File: config.mk
export PLATFORM = sky130hd
export DESIGN_NAME = spi_counter_readout_retry_unit
export DESIGN_NICKNAME = d
export VERILOG_FILES = /design/src/rtl/scrr_pkg.sv /design/src/rtl/spi_counter_readout_retry_unit.sv /design/src/rtl/scrr_core.sv
export SDC_FILE = /design/constraint.sdc
export NUM_CORES = 1
export LEC_CHECK = 0
export BUFFER_PORTS_ARGS = -buffer_cell sky130_fd_sc_hd__buf_2
export CAP_MARGIN = 20
export CORE_MARGIN = 5
export CORE_UTILIZATION = 25
export DETAILED_ROUTE_END_ITERATION = 12
export GPL_TIMING_DRIVEN = 0
export SLEW_MARGIN = 20
export SYNTH_ARGS = -nofsm -noshare
export SYNTH_HDL_FRONTEND = slang
export SYNTH_SLANG_ARGS = --single-unit
File: constraint.sdc
create_clock -name clock -period 5.4 [get_ports clock]
set_input_delay 1.08 -clock clock [delete_from_list [all_inputs] [get_ports clock]]
set_output_delay 1.08 -clock clock [all_outputs]
set_load 0.005 [all_outputs]
File: src/rtl/scrr_pkg.sv
// Shared types and constants for the SPI counter readout retry unit.
`default_nettype none

package scrr_pkg;

   localparam int SEND_BITS     = 32;
   localparam int COUNT_BITS    = 31;
   localparam int ATTEMPT_BITS  = 7;
   localparam int REQ_DATA_BITS = 40;
   localparam int RSP_DATA_BITS = 48;
   localparam int CSR_IDX_BITS  = 1;
   localparam int CSR_DATA_BITS = 7;

   // opcodes
   localparam logic OP_START = 1'b0;
   localparam logic OP_BIT   = 1'b1;

   // register indexes
   localparam logic [CSR_IDX_BITS-1:0] CSR_ECHO_MODE   = 1'b0;
   localparam logic [CSR_IDX_BITS-1:0] CSR_RETRY_LIMIT = 1'b1;

   typedef struct packed {
      logic                    echo_mode;
      logic [ATTEMPT_BITS-1:0] retry_limit;
   } cfg_type;

   typedef struct packed {
      logic                    status;
      logic                    zero_read_error;
      logic [ATTEMPT_BITS-1:0] attempts_used;
      logic                    desync_flag;
      logic [COUNT_BITS-1:0]   count_value;
      logic                    done_res;
      logic                    mosi_level;
      logic                    chip_select;
   } rsp_type;

endpackage

`default_nettype wire

File: src/rtl/spi_counter_readout_retry_unit.sv
// Top level of the SPI counter readout retry unit: channels, config and result register.
`default_nettype none

// SPI master (mode 0, MSB first) that reads a counter one bit period per item.
// Request channel (req_): tuser is the opcode; a start item carries the send
// word and raises chip select, a bit item carries the MISO level sampled in
// that period. Result channel (rsp_): one item per request, giving chip
// select, the MOSI level for the next period and, once all bits of an attempt
// are in, the count, desync flag and zero-read error. A zero count starts a
// new attempt on its own until the retry limit is reached.
// Latency: the result is registered; it is shown the cycle after the request
// is taken. Throughput: one item per cycle while results are taken, set by the
// single state update of the shift registers and counters in scrr_core.
// Stall: while a result waits and rsp_tready is low, req_tready is low; as
// soon as the result is taken a new item can enter in the same cycle.
// Reset (synchronous): idle, MOSI low, no attempts, no result pending,
// echo_mode 0 and retry_limit 1.
// csr_: write-only, taken whenever csr_we is high; write while idle only.

module spi_counter_readout_retry_unit #(
   parameter int WORD_BITS = 32
) (
   input  wire                                 clock,
   input  wire                                 reset,
   // lowest bit up: send_word[31:0], miso_bit[32], zero pad
   input  wire  [scrr_pkg::REQ_DATA_BITS-1:0]  req_tdata,
   // opcode
   input  wire                                 req_tuser,
   input  wire                                 req_tvalid,
   output logic                                req_tready,
   // lowest bit up: chip_select[0], mosi_level[1], done_res[2],
   // count_value[33:3], desync_flag[34], attempts_used[41:35],
   // zero_read_error[42], zero pad
   output logic [scrr_pkg::RSP_DATA_BITS-1:0]  rsp_tdata,
   // status
   output logic                                rsp_tuser,
   output logic                                rsp_tvalid,
   input  wire                                 rsp_tready,
   input  wire                                 csr_we,
   input  wire  [scrr_pkg::CSR_IDX_BITS-1:0]   csr_index,
   input  wire  [scrr_pkg::CSR_DATA_BITS-1:0]  csr_wdata
);
   import scrr_pkg::*;

   cfg_type cfg_ff;
   rsp_type rsp_ff;
   rsp_type rsp_in;
   logic    valid_ff;
   logic    item_take;

   // output register frees up in the cycle it is taken
   assign req_tready = !valid_ff || rsp_tready;
   assign item_take  = req_tvalid && req_tready;

   scrr_core #(
      .WORD_BITS (WORD_BITS)
   ) u_core (
      .clock     (clock),
      .reset     (reset),
      .item_take (item_take),
      .opcode    (req_tuser),
      .send_word (req_tdata[SEND_BITS-1:0]),
      .miso_bit  (req_tdata[SEND_BITS]),
      .cfg       (cfg_ff),
      .rsp       (rsp_in)
   );

   always_ff @(posedge clock) begin
      if (reset) begin
         cfg_ff.echo_mode   <= 1'b0;
         cfg_ff.retry_limit <= ATTEMPT_BITS'(1);
      end else if (csr_we) begin
         unique case (csr_index)
            CSR_ECHO_MODE:   cfg_ff.echo_mode   <= csr_wdata[0];
            CSR_RETRY_LIMIT: cfg_ff.retry_limit <= csr_wdata[ATTEMPT_BITS-1:0];
            default: ;
         endcase
      end
   end

   always_ff @(posedge clock) begin
      if (reset) begin
         valid_ff <= 1'b0;
      end else if (item_take) begin
         valid_ff <= 1'b1;
      end else if (rsp_tready) begin
         valid_ff <= 1'b0;
      end
   end

   always_ff @(posedge clock) begin
      if (item_take) begin
         rsp_ff <= rsp_in;
      end
   end

   assign rsp_tvalid = valid_ff;
   assign rsp_tuser  = rsp_ff.status;
   assign rsp_tdata  = {(RSP_DATA_BITS - $bits(rsp_type) + 1)'(0),
                        rsp_ff.zero_read_error, rsp_ff.attempts_used,
                        rsp_ff.desync_flag, rsp_ff.count_value, rsp_ff.done_res,
                        rsp_ff.mosi_level, rsp_ff.chip_select};

`ifndef SYNTHESIS
   a_take_gives_result: assert property (@(posedge clock) disable iff (reset)
      item_take |=> rsp_tvalid)
      else $error("item taken without a result following");
   a_stall_blocks_input: assert property (@(posedge clock) disable iff (reset)
      (rsp_tvalid && !rsp_tready) |-> !req_tready)
      else $error("input taken while result stalled");
   a_done_releases_cs: assert property (@(posedge clock) disable iff (reset)
      (rsp_tvalid && rsp_ff.done_res) |-> (!rsp_ff.chip_select && !rsp_ff.status))
      else $error("finished readout with chip select still held");
   a_zero_error_count: assert property (@(posedge clock) disable iff (reset)
      (rsp_tvalid && rsp_ff.zero_read_error) |-> (rsp_ff.done_res &&
      (rsp_ff.count_value == '0)))
      else $error("zero-read error on a non-zero or unfinished count");
`endif

endmodule

`default_nettype wire

File: src/rtl/scrr_core.sv
// Transfer state, shift registers and retry control of the SPI readout.
`default_nettype none

module scrr_core #(
   parameter int WORD_BITS = 32
) (
   input  wire                             clock,
   input  wire                             reset,
   input  wire                             item_take,
   input  wire                             opcode,
   input  wire  [scrr_pkg::SEND_BITS-1:0]  send_word,
   input  wire                             miso_bit,
   input  wire  scrr_pkg::cfg_type         cfg,
   output scrr_pkg::rsp_type               rsp
);
   import scrr_pkg::*;

   localparam int POS_BITS = $clog2(WORD_BITS + 1);
   localparam int IDX_BITS = $clog2(WORD_BITS);
   localparam int EXT_BITS = (WORD_BITS > 32) ? WORD_BITS : 32;

   logic [POS_BITS-1:0]     pos_ff, pos_in;
   logic [WORD_BITS-1:0]    rx_ff, rx_in;
   logic [WORD_BITS-1:0]    tx_ff, tx_in;
   logic                    active_ff, active_in;
   logic [ATTEMPT_BITS-1:0] attempts_ff, attempts_in;
   logic                    line_ff, line_in;

   logic [WORD_BITS-1:0]    rx_next;
   logic [POS_BITS-1:0]     pos_next;
   logic [IDX_BITS-1:0]     tx_idx;
   logic [EXT_BITS-1:0]     rx_ext;
   logic [ATTEMPT_BITS-1:0] limit_eff;
   logic                    count_zero;

   assign rx_next    = {rx_ff[WORD_BITS-2:0], miso_bit};
   assign pos_next   = pos_ff + POS_BITS'(1);
   assign tx_idx     = IDX_BITS'(WORD_BITS - 1) - pos_next[IDX_BITS-1:0];
   assign rx_ext     = EXT_BITS'(rx_next);
   assign count_zero = (rx_next[WORD_BITS-1:1] == '0);
   // a limit of zero behaves as one
   assign limit_eff  = (cfg.retry_limit == '0) ? ATTEMPT_BITS'(1) : cfg.retry_limit;

   always_comb begin
      pos_in      = pos_ff;
      rx_in       = rx_ff;
      tx_in       = tx_ff;
      active_in   = active_ff;
      attempts_in = attempts_ff;
      line_in     = line_ff;
      rsp         = '0;

      unique case (opcode)
         OP_START: begin
            tx_in       = WORD_BITS'(send_word);
            attempts_in = ATTEMPT_BITS'(1);
            pos_in      = '0;
            rx_in       = '0;
            active_in   = 1'b1;
            line_in     = 1'b0;
            rsp.chip_select   = 1'b1;
            rsp.attempts_used = attempts_in;
         end
         OP_BIT: begin
            if (!active_ff) begin
               rsp.status        = 1'b1;
               rsp.mosi_level    = line_ff;
               rsp.attempts_used = attempts_ff;
            end else if (pos_next < POS_BITS'(WORD_BITS)) begin
               rx_in   = rx_next;
               pos_in  = pos_next;
               line_in = cfg.echo_mode ? miso_bit : tx_ff[tx_idx];
               rsp.chip_select   = 1'b1;
               rsp.mosi_level    = line_in;
               rsp.attempts_used = attempts_ff;
            end else if (count_zero && (attempts_ff < limit_eff)) begin
               // zero count, attempts left: go again straight away
               attempts_in = attempts_ff + ATTEMPT_BITS'(1);
               pos_in      = '0;
               rx_in       = '0;
               active_in   = 1'b1;
               line_in     = 1'b0;
               rsp.chip_select   = 1'b1;
               rsp.attempts_used = attempts_in;
            end else begin
               rx_in     = rx_next;
               active_in = 1'b0;
               pos_in    = '0;
               line_in   = 1'b0;
               rsp.done_res        = 1'b1;
               rsp.count_value     = rx_ext[COUNT_BITS:1];
               rsp.desync_flag     = rx_next[0];
               rsp.zero_read_error = count_zero;
               rsp.attempts_used   = attempts_ff;
            end
         end
         default: ;
      endcase
   end

   always_ff @(posedge clock) begin
      if (reset) begin
         pos_ff      <= '0;
         active_ff   <= 1'b0;
         attempts_ff <= '0;
         line_ff     <= 1'b0;
      end else if (item_take) begin
         pos_ff      <= pos_in;
         active_ff   <= active_in;
         attempts_ff <= attempts_in;
         line_ff     <= line_in;
      end
   end

   // shift registers: always written by start before use
   always_ff @(posedge clock) begin
      if (item_take) begin
         rx_ff <= rx_in;
         tx_ff <= tx_in;
      end
   end

`ifndef SYNTHESIS
   a_pos_in_range: assert property (@(posedge clock) disable iff (reset)
      pos_ff < POS_BITS'(WORD_BITS))
      else $error("bit position reached word length while held");
   a_idle_pos_zero: assert property (@(posedge clock) disable iff (reset)
      !active_ff |-> (pos_ff == '0) && !line_ff)
      else $error("idle with stale bit position or MOSI level");
   a_active_attempts: assert property (@(posedge clock) disable iff (reset)
      active_ff |-> (attempts_ff != '0))
      else $error("transfer active with no attempt counted");
`endif

endmodule

`default_nettype wire

# ---- Word level (Yosys, flattened, before mapping)
# Cells that the tools add are included.
dict set report totals {
  reg_bits 131
  word_cells 66
  inputBits 54
}
dict set report classes {
  reduce_logical 13
  muxes 26
  n_lt_le_gt_ge 3
  bitwise 3
  n_addsub 3
  eq_ne 1
}
# cell n
set ops {}
lappend ops {{$mux W31} 3}
lappend ops {{$pmux W31 S2} 1}
lappend ops {{$logic_not A31 Y1} 1}
lappend ops {{$mux W7} 4}
lappend ops {{$pmux W7 S2} 1}
lappend ops {{$mux W6} 2}
lappend ops {{$pmux W6 S2} 1}
lappend ops {{$mux W1} 11}
lappend ops {{$reduce_and A2 Y1} 4}
lappend ops {{$add A7 B1 Y7 const B} 1}
lappend ops {{$logic_not A7 Y1} 1}
lappend ops {{$lt A7 B7 Y1} 1}
lappend ops {{$add A6 B1 Y6 const B} 1}
lappend ops {{$lt A5 B6 Y1 const B} 1}
lappend ops {{$lt A6 B6 Y1 const B} 1}
lappend ops {{$bmux W1 S5} 1}
lappend ops {{$sub A5 B5 Y5 const A} 1}
lappend ops {{$pmux W1 S2} 2}
lappend ops {{$reduce_or A4 Y1} 1}
lappend ops {{$not A1 Y1} 3}
lappend ops {{$reduce_or A3 Y1} 1}
lappend ops {{$logic_and A1 B1 Y1} 2}
lappend ops {{$ne A2 B1 Y1 const B} 1}
lappend ops {{$reduce_bool A2 Y1} 1}
lappend ops {{other kinds (2)} 2}

# ---- Logic depth before layout (Yosys ltp)
dict set report logic_depth {
  ltp_word 8
  mapped_depth 10
}

# ---- Cells and area by module
# Synthesis repeated with hierarchy kept, for this count alone.
dict set report unflattened {
  hier_cells 414
  hier_area_um2 5622.9
}
# mod seq_area_each_um2 cells_each instances area_each_um2
set by_module_without_submodules {}
lappend by_module_without_submodules {scrr_core 2172.1 323 1 3854.9}
lappend by_module_without_submodules {spi_counter_readout_retry_unit 1501.4 91 1 1767.9}

# ---- Worst setup path before layout
# No wires, ideal clock.
dict set report synth_path {
  path_type {input port to flip-flop}
  from {input rsp_tready}
  to {register u_core.rx_ff[0], enable pin}
  arrival_time_ns 3.461
  setup_time_ns 0.386
  path_stages 5
  setup_slack_ns 1.553
  required_time_ns 5.014
  n_path_buf 0
  path_cell_list {nand2b_1 > nand2_1 > inv_1 > o21ai_0 > inv_1}
}
dict set report synth_via {
  elab_chain_cells 3
}
# element line_no
set synth_rtl {}
lappend synth_rtl {{start: declaration} spi_counter_readout_retry_unit.sv:38} ;# input wire rsp_tready,
lappend synth_rtl {{$logic_or A1 B1 Y1} spi_counter_readout_retry_unit.sv:52} ;# assign req_tready = !valid_ff || rsp_tready;
lappend synth_rtl {{$logic_and A1 B1 Y1} spi_counter_readout_retry_unit.sv:53} ;# assign item_take = req_tvalid && req_tready;
lappend synth_rtl {{named net item_take} spi_counter_readout_retry_unit.sv:49} ;# logic item_take;
lappend synth_rtl {{$reduce_and A2 Y1 (no line)} -}
lappend synth_rtl {{end signal: assignment} scrr_core.sv:118} ;# rx_ff <= rx_in;
lappend synth_rtl {{end: declaration} scrr_core.sv:23} ;# logic [WORD_BITS-1:0] rx_ff, rx_in;
# The timed path passes the listed nets, and every way through them passes these cells.
# A chain may end at the register's enable or synchronous reset.

# ---- Worst setup path in the final report
dict set report layout_path {
  from {input req_tuser}
  to {register u_core.rx_ff[26], enable pin}
}
dict set report layout_via {
  elab_chain_cells 2
}
# element line_no
set layout_rtl {}
lappend layout_rtl {{start: declaration} spi_counter_readout_retry_unit.sv:28} ;# input wire req_tuser,
lappend layout_rtl {{$ne A2 B1 Y1 (no line)} -}
lappend layout_rtl {{$reduce_and A2 Y1 (no line)} -}
# Every way passes these cells.

==> reports/qor.yml <==
h-tree-depth: 4
yosysWarnings: 0
arrival_ns: 3.15
die_x_um: 158
ant_nets: 0
cts_resized: 0
fmax_ghz: 0.321
power_density_nw_per_um2: 340
wirelength_um: 11300
synth-edff-count: 107
nNetsFinal: 575
grt_pass1_wl_um: 17800
setup_violations: 0
fillCellCount: 2195
synth_area_um2: 5480
tns_ns: 0
end_kind: "register"
post_cts_buffers: 0
num_antenna_cells: 0
r2r-start: "u_core.pos_ff[1]$_SDFFE_PP0P_"
vias_per_cell: 4.24
tightestPinTransition_ns: 0.847
syn_avg_cell_area_um2: 13.7
initial_core_util_pct: 25.3
hold_violations: 0
antenna_found_initial: 0
worst-path-max-fanout: 31
hold-path-cell-count: 2
fin_crit_ns: 3.12
required_ns: 5.43
rsz0062_at_grt: "false"
total_power_mw: 2.35
detailed_place_hpwl_um: 8080
core_area_um2: 21700
drtIter0Drc: 244
clk_pin_slew_ns: 0.05
grt_overflow: 0
post-route-period-util_pct: 57.8
vias: 3414
finalMaxSlewViolations: 0
maxCapViolations: 0
cts.sinks: 130
grt_pass1_vias: 3390
rr_endpoint: "rsp_tdata[1]$_SDFFCE_PN0P_"
ir_drop_uv: 226
num_io_pins: 105
postCtsHoldBufs: 0
placed_area_um2: 6340
syn_inst: 399
cts_buffer_depth: 2
syn_to_final_growth_pct: 26.0
die-area_um2: 25000
worst_slack_ns: 2.28
insertion_delay_ns: 0.41
cp-endpoint: "u_core.rx_ff[26]$_SDFFCE_PN0P_"
seq_area_frac_synth_pct: 67.0
yosysUniqueCellTypes: 48
drcViolationCount: 0
ff2ff_path_depth: 6
synth_top_area_share_pct: 58.6
ys_ff_latch: 130
dp_slack_ns: 1.85
synth_top_cell_by_area: "edfxtp_1"
fin_skew_ns: 0.00967
root_buffer: "clkbuf_16"
cts_buffers: 17
relSlewSlack_pct: 43.1
startpoint_type: "input pin"
critical_path_class: "in -> reg"
portBuffers: 89
synthTopCellsByArea: "edfxtp_1 (59%), dfxtp_1 (8.4%), and2_1 (7.0%)"
dieHeight_um: 158
first_pass_iters: 4
drive_gt1_share_pct: 30.0
std_cell_rows: 54
avgRoutedWirePerCell_um: 14.0
r2r_slack_ns: 2.38
stdcell_area_um2: 6900
grt_max_degree: 37
hold_path.class: "reg -> reg"
crit_start: "req_tuser"
synthFlopType: "edfxtp_1"
gp_congestion: 0.782
grt_usage_pct: 9.39
status: "completed"
p_leak_nw: 2.52
cts_tree: "done"
postSynth.asyncResetShare_pct: 0
synth_stat cells (2+ instances only):
| cell type | instances |
|---|---|
| nand2b_1 | 3 |
| clkbuf_1 | 16 |
| nand3_1 | 12 |
| a21oi_1 | 19 |
| nand4_1 | 3 |
| and2_2 | 2 |
| xnor2_1 | 5 |
| dfxtp_1 | 23 |
| inv_1 | 11 |
| or4_4 | 3 |
| nor2_1 | 20 |
| ha_1 | 8 |
| and3_1 | 2 |
| mux4_2 | 9 |
| a21o_1 | 3 |
| mux2i_1 | 2 |
| nor3_1 | 5 |
| o211ai_1 | 3 |
| mux2_2 | 5 |
| buf_4 | 5 |
| a22oi_1 | 5 |
| nand2_1 | 24 |
| or4_1 | 4 |
| o21ai_0 | 6 |
| and2_1 | 61 |
| a31oi_1 | 4 |
| o21a_1 | 2 |
| a211o_1 | 2 |
| nor4_1 | 7 |
| edfxtp_1 | 107 |
how the worst min path moves through the flow:
| stage | start | to | slack, ns |
|---|---|---|---|
| after floorplan | u_core.line_ff$_SDFFE_PP0P_ | u_core.line_ff$_SDFFE_PP0P_ | 0.43 |
| after global placement | u_core.line_ff$_SDFFE_PP0P_ | u_core.line_ff$_SDFFE_PP0P_ | 0.44 |
| after detailed placement | u_core.line_ff$_SDFFE_PP0P_ | u_core.line_ff$_SDFFE_PP0P_ | 0.45 |
| after CTS | u_core.line_ff$_SDFFE_PP0P_ | u_core.line_ff$_SDFFE_PP0P_ | 0.45 |
| after global routing | u_core.line_ff$_SDFFE_PP0P_ | u_core.line_ff$_SDFFE_PP0P_ | 0.49 |
| final | u_core.line_ff$_SDFFE_PP0P_ | u_core.line_ff$_SDFFE_PP0P_ | 0.45 |
worst max-delay path, stage by stage:
cell and delay, ns:
clkbuf_1 0.35, clkinv_1 0.42, o21ai_0 0.77, inv_2 0.51
placed cells by master, fill, tap and decap left out, types with 2 or more instances in the layout:
| cell type | instances |
|---|---|
| o21ai_0 | 6 |
| nor4_1 | 7 |
| nor3_1 | 5 |
| clkinvlp_4 | 4 |
| buf_2 | 90 |
| a21oi_1 | 19 |
| clkbuf_1 | 16 |
| or4_1 | 4 |
| nand2b_1 | 3 |
| mux2i_1 | 2 |
| conb_1 | 5 |
| clkbuf_16 | 17 |
| and3_1 | 2 |
| nor2_1 | 19 |
| o21a_1 | 2 |
| nand4_1 | 3 |
| and2_1 | 61 |
| ha_1 | 8 |
| a31oi_1 | 4 |
| mux4_2 | 9 |
| xnor2_1 | 5 |
| o211ai_1 | 3 |
| a21o_1 | 3 |
| inv_6 | 4 |
| inv_1 | 9 |
| buf_4 | 5 |
| clkinv_4 | 2 |
| a22oi_1 | 5 |
| and2_2 | 2 |
| nand3_1 | 12 |
| clkinv_2 | 4 |
| dfxtp_1 | 23 |
| edfxtp_1 | 107 |
| or4_4 | 3 |
| mux2_2 | 5 |
| a211o_1 | 2 |
| inv_2 | 2 |
| nand2_1 | 24 |
cells by family after synthesis:
group                      Yosys count  synth area share [%]
AOI/OAI and AO/OA                   49                  6.01
xor gates and xnor gates             6                 0.959
adders and majority gates            8                  1.83
buffers and inverters               34                  2.69
DFF                                130                  67.0
muxes                               16                  5.09
other                                1                0.0684
and+or+nand+nor                    155                  16.3
metal layers:
layer  wire length (um)  up-vias  global-route usage, %
met5                  0        -                      0
met4                 96        0                   3.33
met3                929        9                   3.23
met2               4950      116                   13.3
met1               5320     1590                   13.3
li1                   -     1699                      -
flip-flops by register name (all words and copies together) (netlist names):
name and flops:
u_core.tx_ff 32, u_core.line_ff 1, rsp_tuser 1, u_core.active_ff 1, u_core.rx_ff 31, rsp_tdata 43, u_core.attempts_ff 7, rsp_tvalid 1
cfg_ff 8, u_core.pos_ff 5
metrics by stage:
step                utilization (%)  cells  hold WS, ns
finish                         31.8    806        0.454
floorplan                         -    403        0.432
detailed placement             29.3    774        0.447
global placement               29.0    772        0.443
CTS                            31.8    806        0.455
global route                   31.8    806        0.488
cell type report:
| cell class | instances | area, um2 | share of cell area (%) |
|---|---|---|---|
| Sequential cell | 130 | 3670 | 53.2 |
| Multi-Input combinational cell | 239 | 1680 | 24.3 |
| Timing Repair Buffer | 91 | 493 | 7.14 |
| Clock buffer | 17 | 425 | 6.16 |
| Tap cell | 280 | 350 | 5.08 |
| Clock inverter | 15 | 133 | 1.92 |
| Buffer | 22 | 103 | 1.49 |
| Inverter | 12 | 45.0 | 0.653 |
where the power goes:
part | switching [mW] | internal (mW)
logic | 0.0718 | 0.0542
registers | 0.0203 | 1.14
clock network | 0.432 | 0.635
total | 0.524 | 1.82
No activity file was read; power rests on OpenSTA's default activity.
